$ cat config.mk
export PLATFORM = sky130hd
export DESIGN_NAME = ntc_table_interpolator
export DESIGN_NICKNAME = d
export VERILOG_FILES = /design/src/rtl/core/ntc_pkg.sv /design/src/rtl/core/ntc_table_interpolator.sv /design/src/rtl/core/ntc_front.sv /design/src/rtl/core/ntc_queue.sv /design/src/rtl/core/ntc_back.sv
export SDC_FILE = /design/constraint.sdc
export NUM_CORES = 2
export LEC_CHECK = 0
export BUFFER_PORTS_ARGS = -buffer_cell sky130_fd_sc_hd__buf_2
export CAP_MARGIN = 20
export CORE_MARGIN = 3
export CORE_UTILIZATION = 55
export DETAILED_ROUTE_END_ITERATION = 16
export PLACE_DENSITY = 0.71
export SYNTH_ARGS = -nofsm -noshare
export SYNTH_HDL_FRONTEND = slang
export SYNTH_HIERARCHICAL = 1
export SYNTH_SLANG_ARGS = --single-unit
$ cat constraint.sdc
create_clock -name clk -period 18.85 [get_ports clk]
set_clock_uncertainty 0.1 [all_clocks]
set_input_delay 1.885 -clock clk [delete_from_list [all_inputs] [get_ports clk]]
set_output_delay 1.885 -clock clk [all_outputs]
set_load 0.005 [all_outputs]
$ cat src/rtl/core/ntc_pkg.sv
package ntc_pkg;

	// calibration rom geometry
	localparam int ROM_DEPTH        = 64;
	localparam int TABLE_POINTS_DEF = 13;
	localparam int IDX_W            = $clog2(ROM_DEPTH);

	// field widths
	localparam int ADC_W  = 10;
	localparam int TEMP_W = 10;

	// reciprocal scaling for the segment divide
	localparam int RECIP_W = 16;
	localparam int FRAC_W  = 20;
	localparam int PROD_W  = 2 * ADC_W;

	// queue between classifier and arithmetic pipe, power of two
	localparam int QUEUE_DEPTH = 2;

	typedef logic [IDX_W-1:0] idx_t;

	typedef enum logic [1:0] {
		KIND_LERP = 2'd0,
		KIND_COLD = 2'd1,
		KIND_HOT  = 2'd2
	} kind_t;

	typedef struct packed {
		logic [ADC_W-1:0] adc;
		idx_t             seg;
		kind_t            kind;
	} item_t;

	// calibration temperatures in tenths of a degree, unused entries are zero
	function automatic logic signed [TEMP_W-1:0] cal_tenths(input idx_t idx);
		logic signed [TEMP_W-1:0] t;
		case (idx)
			6'd0:    t = -10'sd150;
			6'd1:    t = -10'sd100;
			6'd2:    t = -10'sd50;
			6'd3:    t = 10'sd0;
			6'd4:    t = 10'sd50;
			6'd5:    t = 10'sd100;
			6'd6:    t = 10'sd150;
			6'd7:    t = 10'sd200;
			6'd8:    t = 10'sd250;
			6'd9:    t = 10'sd300;
			6'd10:   t = 10'sd350;
			6'd11:   t = 10'sd400;
			6'd12:   t = 10'sd450;
			default: t = 10'sd0;
		endcase
		return t;
	endfunction

	// calibration adc codes, strictly descending, unused entries are zero
	function automatic logic [ADC_W-1:0] cal_code(input idx_t idx);
		logic [ADC_W-1:0] c;
		case (idx)
			6'd0:    c = 10'd980;
			6'd1:    c = 10'd823;
			6'd2:    c = 10'd680;
			6'd3:    c = 10'd557;
			6'd4:    c = 10'd452;
			6'd5:    c = 10'd366;
			6'd6:    c = 10'd295;
			6'd7:    c = 10'd238;
			6'd8:    c = 10'd192;
			6'd9:    c = 10'd156;
			6'd10:   c = 10'd127;
			6'd11:   c = 10'd103;
			6'd12:   c = 10'd85;
			default: c = 10'd0;
		endcase
		return c;
	endfunction

	// floor(2^FRAC_W / span) for the segment ending at idx, zero where span is zero
	function automatic logic [RECIP_W-1:0] seg_recip(input idx_t idx);
		logic [RECIP_W-1:0] r;
		case (idx)
			6'd1:    r = 16'd6678;
			6'd2:    r = 16'd7332;
			6'd3:    r = 16'd8525;
			6'd4:    r = 16'd9986;
			6'd5:    r = 16'd12192;
			6'd6:    r = 16'd14768;
			6'd7:    r = 16'd18396;
			6'd8:    r = 16'd22795;
			6'd9:    r = 16'd29127;
			6'd10:   r = 16'd36157;
			6'd11:   r = 16'd43690;
			6'd12:   r = 16'd58254;
			6'd13:   r = 16'd12336;
			default: r = 16'd0;
		endcase
		return r;
	endfunction

endpackage

$ cat src/rtl/core/ntc_table_interpolator.sv
// path: a reading is written to the queue, then passes stages 1 to 5 and the output register before its result is valid
// throughput: one reading per cycle while the output is not stalled, set by the fully pipelined reciprocal divide
// while the output is stalled the 2-entry queue keeps taking readings until it holds 2
// reset: arst_n clears the queue pointers and all pipeline valid bits at once
// the calibration table is constant logic and needs no initialisation
module ntc_table_interpolator import ntc_pkg::*; #(
	parameter int TABLE_POINTS = TABLE_POINTS_DEF
) (
	input  logic                     clk,
	input  logic                     arst_n,
	input  logic                     sample_valid,
	output logic                     sample_ready,
	input  logic [ADC_W-1:0]         adc,
	output logic                     result_valid,
	input  logic                     result_ready,
	output logic signed [TEMP_W-1:0] temperature,
	output logic                     clamped
);

	logic  push_valid;
	item_t push_item;
	item_t head;
	logic  q_full;
	logic  q_empty;
	logic  pop;

	// classifier
	ntc_front #(
		.TABLE_POINTS(TABLE_POINTS)
	) u_front (
		.adc         (adc),
		.sample_valid(sample_valid),
		.push_valid  (push_valid),
		.push_item   (push_item)
	);

	// queue between classifier and arithmetic
	ntc_queue u_queue (
		.clk      (clk),
		.arst_n   (arst_n),
		.push     (push_valid),
		.push_item(push_item),
		.pop      (pop),
		.head     (head),
		.full     (q_full),
		.empty    (q_empty)
	);

	assign sample_ready = !q_full;

	// interpolation pipeline
	ntc_back u_back (
		.clk         (clk),
		.arst_n      (arst_n),
		.head        (head),
		.head_valid  (!q_empty),
		.pop         (pop),
		.temperature (temperature),
		.clamped     (clamped),
		.result_valid(result_valid),
		.result_ready(result_ready)
	);

endmodule

$ cat src/rtl/core/ntc_front.sv
module ntc_front import ntc_pkg::*; #(
	parameter int TABLE_POINTS = TABLE_POINTS_DEF
) (
	input  logic [ADC_W-1:0] adc,
	input  logic             sample_valid,
	output logic             push_valid,
	output item_t            push_item
);

	localparam int NPTS = (TABLE_POINTS < 2) ? 2 :
		((TABLE_POINTS > ROM_DEPTH) ? ROM_DEPTH : TABLE_POINTS);

	logic [ROM_DEPTH-1:0] above;
	idx_t                 hit;
	logic                 found;

	// reading against every calibration point in parallel
	always_comb begin
		for (int i = 0; i < ROM_DEPTH; i++) begin
			above[i] = (i < NPTS) && (adc > cal_code(IDX_W'(i)));
		end
	end

	// first point whose code lies below the reading
	always_comb begin
		hit   = '0;
		found = 1'b0;
		for (int i = ROM_DEPTH - 1; i >= 0; i--) begin
			if (above[i]) begin
				hit   = IDX_W'(i);
				found = 1'b1;
			end
		end
	end

	// classify into clamp or interpolation segment
	always_comb begin
		push_item.adc = adc;
		if (!found) begin
			push_item.kind = KIND_HOT;
			push_item.seg  = IDX_W'(NPTS - 1);
		end else if (hit == '0) begin
			push_item.kind = KIND_COLD;
			push_item.seg  = '0;
		end else begin
			push_item.kind = KIND_LERP;
			push_item.seg  = hit;
		end
	end

	assign push_valid = sample_valid;

endmodule

$ cat src/rtl/core/ntc_queue.sv
module ntc_queue import ntc_pkg::*; (
	input  logic  clk,
	input  logic  arst_n,
	input  logic  push,
	input  item_t push_item,
	input  logic  pop,
	output item_t head,
	output logic  full,
	output logic  empty
);

	localparam int PTR_W = (QUEUE_DEPTH > 1) ? $clog2(QUEUE_DEPTH) : 1;
	localparam int CNT_W = $clog2(QUEUE_DEPTH + 1);

	item_t            slots_q [QUEUE_DEPTH];
	logic [PTR_W-1:0] wr_ptr_q;
	logic [PTR_W-1:0] rd_ptr_q;
	logic [CNT_W-1:0] count_q;
	logic             do_push;
	logic             do_pop;

	assign full    = (count_q == CNT_W'(QUEUE_DEPTH));
	assign empty   = (count_q == '0);
	assign do_push = push && !full;
	assign do_pop  = pop && !empty;
	assign head    = slots_q[rd_ptr_q];

	// slot storage
	always_ff @(posedge clk) begin
		if (do_push) begin
			slots_q[wr_ptr_q] <= push_item;
		end
	end

	// pointers and fill count
	always_ff @(posedge clk or negedge arst_n) begin
		if (!arst_n) begin
			wr_ptr_q <= '0;
			rd_ptr_q <= '0;
			count_q  <= '0;
		end else begin
			if (do_push) begin
				wr_ptr_q <= wr_ptr_q + PTR_W'(1);
			end
			if (do_pop) begin
				rd_ptr_q <= rd_ptr_q + PTR_W'(1);
			end
			if (do_push && !do_pop) begin
				count_q <= count_q + CNT_W'(1);
			end else if (do_pop && !do_push) begin
				count_q <= count_q - CNT_W'(1);
			end
		end
	end

endmodule

$ cat src/rtl/core/ntc_back.sv
module ntc_back import ntc_pkg::*; (
	input  logic                     clk,
	input  logic                     arst_n,
	input  item_t                    head,
	input  logic                     head_valid,
	output logic                     pop,
	output logic signed [TEMP_W-1:0] temperature,
	output logic                     clamped,
	output logic                     result_valid,
	input  logic                     result_ready
);

	localparam int MUL_W = PROD_W + RECIP_W;

	logic adv;

	// stage 1 lookup
	idx_t                     prev_idx;
	logic signed [TEMP_W-1:0] t_lo;
	logic signed [TEMP_W-1:0] t_hi;
	logic        [ADC_W-1:0]  a_lo;
	logic        [ADC_W-1:0]  a_hi;
	logic signed [TEMP_W:0]   dt;
	logic        [TEMP_W:0]   dt_abs;
	logic                     is_clamp;

	logic                     v_s1, v_s2, v_s3, v_s4, v_s5;
	logic signed [TEMP_W-1:0] base_s1, base_s2, base_s3, base_s4, base_s5;
	logic                     neg_s1, neg_s2, neg_s3, neg_s4, neg_s5;
	logic                     clamp_s1, clamp_s2, clamp_s3, clamp_s4, clamp_s5;
	logic        [ADC_W-1:0]  mag_s1;
	logic        [ADC_W-1:0]  x_s1;
	logic        [ADC_W-1:0]  den_s1, den_s2, den_s3, den_s4;
	logic        [RECIP_W-1:0] recip_s1, recip_s2;
	logic        [PROD_W-1:0] m_s2, m_s3, m_s4;
	logic        [ADC_W-1:0]  q_s3, q_s4, qf_s5;
	logic        [PROD_W-1:0] qd_s4;

	logic        [MUL_W-1:0]  est_prod;
	logic        [PROD_W-1:0] rem;
	logic                     bump;
	logic        [ADC_W-1:0]  step;

	// whole pipe moves when the output register is free or being drained
	assign adv          = !result_valid || result_ready;
	assign pop          = adv && head_valid;

	// segment constants and operand forming
	always_comb begin
		prev_idx = head.seg - IDX_W'(1);
		t_lo     = cal_tenths(prev_idx);
		t_hi     = cal_tenths(head.seg);
		a_lo     = cal_code(prev_idx);
		a_hi     = cal_code(head.seg);
		case (head.kind)
			KIND_LERP: is_clamp = 1'b0;
			KIND_COLD: is_clamp = 1'b1;
			KIND_HOT:  is_clamp = 1'b1;
			default:   is_clamp = 1'b1;
		endcase
		dt     = {t_hi[TEMP_W-1], t_hi} - {t_lo[TEMP_W-1], t_lo};
		dt_abs = dt[TEMP_W] ? (~dt + 1'b1) : dt;
	end

	always_ff @(posedge clk) begin
		if (adv) begin
			base_s1  <= is_clamp ? t_hi : t_lo;
			neg_s1   <= dt[TEMP_W];
			mag_s1   <= is_clamp ? '0 : dt_abs[ADC_W-1:0];
			x_s1     <= a_lo - head.adc;
			den_s1   <= a_lo - a_hi;
			recip_s1 <= seg_recip(head.seg);
			clamp_s1 <= is_clamp;
		end
	end

	// stage 2: scaled offset, |dt| * (a_lo - adc)
	always_ff @(posedge clk) begin
		if (adv) begin
			m_s2     <= PROD_W'(mag_s1 * x_s1);
			base_s2  <= base_s1;
			neg_s2   <= neg_s1;
			den_s2   <= den_s1;
			recip_s2 <= recip_s1;
			clamp_s2 <= clamp_s1;
		end
	end

	// stage 3: quotient estimate through the reciprocal, low by at most one
	assign est_prod = MUL_W'(m_s2) * MUL_W'(recip_s2);

	always_ff @(posedge clk) begin
		if (adv) begin
			q_s3     <= est_prod[FRAC_W +: ADC_W];
			m_s3     <= m_s2;
			base_s3  <= base_s2;
			neg_s3   <= neg_s2;
			den_s3   <= den_s2;
			clamp_s3 <= clamp_s2;
		end
	end

	// stage 4: back-multiply for the remainder check
	always_ff @(posedge clk) begin
		if (adv) begin
			qd_s4    <= PROD_W'(q_s3 * den_s3);
			q_s4     <= q_s3;
			m_s4     <= m_s3;
			base_s4  <= base_s3;
			neg_s4   <= neg_s3;
			den_s4   <= den_s3;
			clamp_s4 <= clamp_s3;
		end
	end

	// stage 5: remainder correction, zero step for clamps and empty spans
	assign rem  = m_s4 - qd_s4;
	assign bump = (rem >= PROD_W'(den_s4));

	always_ff @(posedge clk) begin
		if (adv) begin
			qf_s5    <= (clamp_s4 || den_s4 == '0) ? '0 : (q_s4 + ADC_W'(bump));
			base_s5  <= base_s4;
			neg_s5   <= neg_s4;
			clamp_s5 <= clamp_s4;
		end
	end

	// output register, signed step applied to the base temperature
	assign step = neg_s5 ? (~qf_s5 + 1'b1) : qf_s5;

	always_ff @(posedge clk) begin
		if (adv) begin
			temperature <= base_s5 + signed'(TEMP_W'(step));
			clamped     <= clamp_s5;
		end
	end

	// stage valid bits
	always_ff @(posedge clk or negedge arst_n) begin
		if (!arst_n) begin
			v_s1         <= 1'b0;
			v_s2         <= 1'b0;
			v_s3         <= 1'b0;
			v_s4         <= 1'b0;
			v_s5         <= 1'b0;
			result_valid <= 1'b0;
		end else if (adv) begin
			v_s1         <= head_valid;
			v_s2         <= v_s1;
			v_s3         <= v_s2;
			v_s4         <= v_s3;
			v_s5         <= v_s4;
			result_valid <= v_s5;
		end
	end

endmodule

==> results_dict.tcl <==
set metrics [dict create \
    synth_commonest_cells "491 x inv_1, 343 x fa_1, 334 x nand2_1, 300 x edfxtp_1, 266 x ha_1" \
    min_period_ns 7.19 \
    antenna_found_initial 0 \
    h-tree-depth 2 \
    path_class "reg2reg" \
    cp.required_ns 19.03 \
    cts.clk_slew.worst_paths_ns 0.06 \
    dp_slack_ns 11.71 \
    dr.first_iter.drc_count 1396 \
    final_cells 3511 \
    port_buffers 26 \
    critPathMaxFanout 19 \
    max-cap-violations 0 \
    cts_root_buf "clkbuf_16" \
    die_h_um 238 \
    fin_util_pct 59.0 \
    drt-vias-per-instance 5.54 \
    die_x_um 238 \
    outcome "completed" \
    grt_max_degree 82 \
    row_count 84 \
    ctsHoldBuffers 0 \
    cts_made_buffers 35 \
    grtUsageTotal_pct 23.1 \
    grt_pass1_vias 20648 \
    die_area_um2 56500 \
    syn2layout_area_growth_pct 5.60 \
    synth_cell_type_count 76 \
    synth_top_area_share_pct 30.5 \
    coreArea_um2 52800 \
    setup_violations 0 \
    numClockSinks 310 \
    grt_pass1_wl_um 105000 \
    gr-total-overflow 0 \
    cts_setup_buffers 0 \
    num-nets-final 3419 \
    rsz0062_at_grt "no" \
    tightest_slew_ns 1.13 \
    vias 19468 \
    hold_class "reg2reg" \
    ys.flop_type "edfxtp_1" \
    ys.warnings.count 6 \
    maxSlewHeadroom_pct 24.2 \
    drc 0 \
    synth_cells 2853 \
    cp-end-kind "register" \
    drtAntennaViolNets 0 \
    hold_viol_final 0 \
    synth-seq-cells 310 \
    crit_arrival_ns 7.37 \
    netlist_area_um2 29500 \
    antennaDiodeCount 0 \
    clk_latency_ns 0.55 \
    dr.pass1.iters 6 \
    yosysSeqAreaShare_pct 31.4 \
    period_share_pct 38.1 \
    async_flop_share_pct 3.23 \
    synth_edf_count 300 \
    wirelength_um 62900 \
    clockBufferDepth 3 \
    wire_per_inst_um 17.9 \
    tritoncts "yes" \
    gp_congestion 0.910 \
    worst_slack_ns 11.66 \
    drv_slew 0 \
    yosysTopAreaCell "edfxtp_1" \
    cts_resized 0 \
    drive_gt1_share_pct 4.92 \
    pin_count 27 \
    start_util_pct 55.9 \
    synth_area_leaders "edfxtp_1 31%, fa_1 23%, ha_1 11%, inv_1 6.2%, and2_1 4.9%" \
    cp-start-kind "register" \
    fin_setup_tns_ns 0 \
    yosysMostFrequentCell "inv_1" \
    avgSynthCellArea_um2 10.3 \
    dp_hpwl_um 47600 \
    clock.fmax_mhz 139 \
    dp.cells 3446 \
]
state kept, by name (all words and copies together), names as in the netlist, 16 cells and up:
name	cells
u_queue/slots_q	36
u_back/qd_s4	20
u_back/m_s2	19
u_back/m_s3	19
u_back/m_s4	19
u_back/recip_s1	16
u_back/recip_s2	16
area by class of cell:
type / count / area, um2
fillers: 4384 / 21600
multi-input cells: 1922 / 17800
flip-flops and latches: 310 / 9260
inverters: 494 / 1850
clock buffers: 39 / 912
well taps: 688 / 861
clock inverters: 25 / 244
repair buffers: 33 / 183
path summary, 6_finish.rpt:
kind                                    start                  end  slack [ns]  cells after the start
setup / recovery           u_back/recip_s2[7]       u_back/q_s3[5]       11.66                     22
hold / removal               u_back/den_s1[3]     u_back/den_s2[3]        0.31                      0
setup reg to reg           u_back/recip_s2[7]       u_back/q_s3[5]       11.66                     22
hold reg to reg              u_back/den_s1[3]     u_back/den_s2[3]        0.31                      0
max in group asynchronous              arst_n  u_back/result_valid       17.36                      1
min in group asynchronous              arst_n   u_queue/count_q[0]        1.10                      1
metrics by stage:
step,instance area (um2),hold slack (ns)
after CTS,31100,0.314
after global routing,31200,0.322
after floorplan,29500,0.300
after global placement,30000,0.300
after detailed placement,30000,0.305
final,31200,0.308
critical path, cell delays in order (launching register included):
cell and delay [ns]:
edfxtp_1 0.84, nand2_1 0.18, fa_1 0.57, inv_1 0.06, fa_1 0.51, inv_1 0.06, fa_1 0.53, inv_1 0.05
fa_1 0.50, fa_1 0.54, inv_1 0.06, fa_1 0.53, inv_1 0.04, ha_1 0.28, nand3_1 0.14, nor2_1 0.07
a211o_1 0.29, a221o_1 0.37, nor2_1 0.29, o21ai_1 0.26, or2_2 0.36, a21oi_1 0.20, xnor2_1 0.09
per-layer routing:
metal,vias up,wire length [um],track usage [%]
met4,0,2260,8.67
met3,133,3610,3.69
li1,9086,-,-
met1,9619,26500,30.7
met5,-,0,0
met2,630,30600,38.5
cells in the final DEF, fill, tap and decap left out, drive strengths merged, types with 15 or more instances in the layout:
cell and n:
inv 496, fa 343, nand2 334, edfxtp 300
ha 266, and2 233, nor2 106, a21oi 103
xnor2 90, o21ai 76, clkbuf 39, nor3 34
buf 33, xor2 31, a21o 29, nand3 28
mux2 25, nand2b 19, clkinv 19, o21a 16
o21bai 15
kinds of logic (layout without fill, tap and decap cells):
| logic type | after synthesis | in the layout | synth area share [%] |
|---|---|---|---|
| XOR/XNOR | 121 | 121 | 3.59 |
| AO/OA/AOI/OAI | 341 | 341 | 7.52 |
| adder cells (fa/ha/maj) | 609 | 609 | 34.6 |
| other | 1 | 2 | 0.0127 |
| flip-flops | 310 | 310 | 31.4 |
| buffers and inverters | 622 | 591 | 8.19 |
| AND/OR/NAND/NOR | 819 | 819 | 13.5 |
| multiplexers | 30 | 30 | 1.25 |
Power is left out: the tool's default activity adds up to more than one toggle a clock period on the data nets, which glitch-free logic cannot reach.
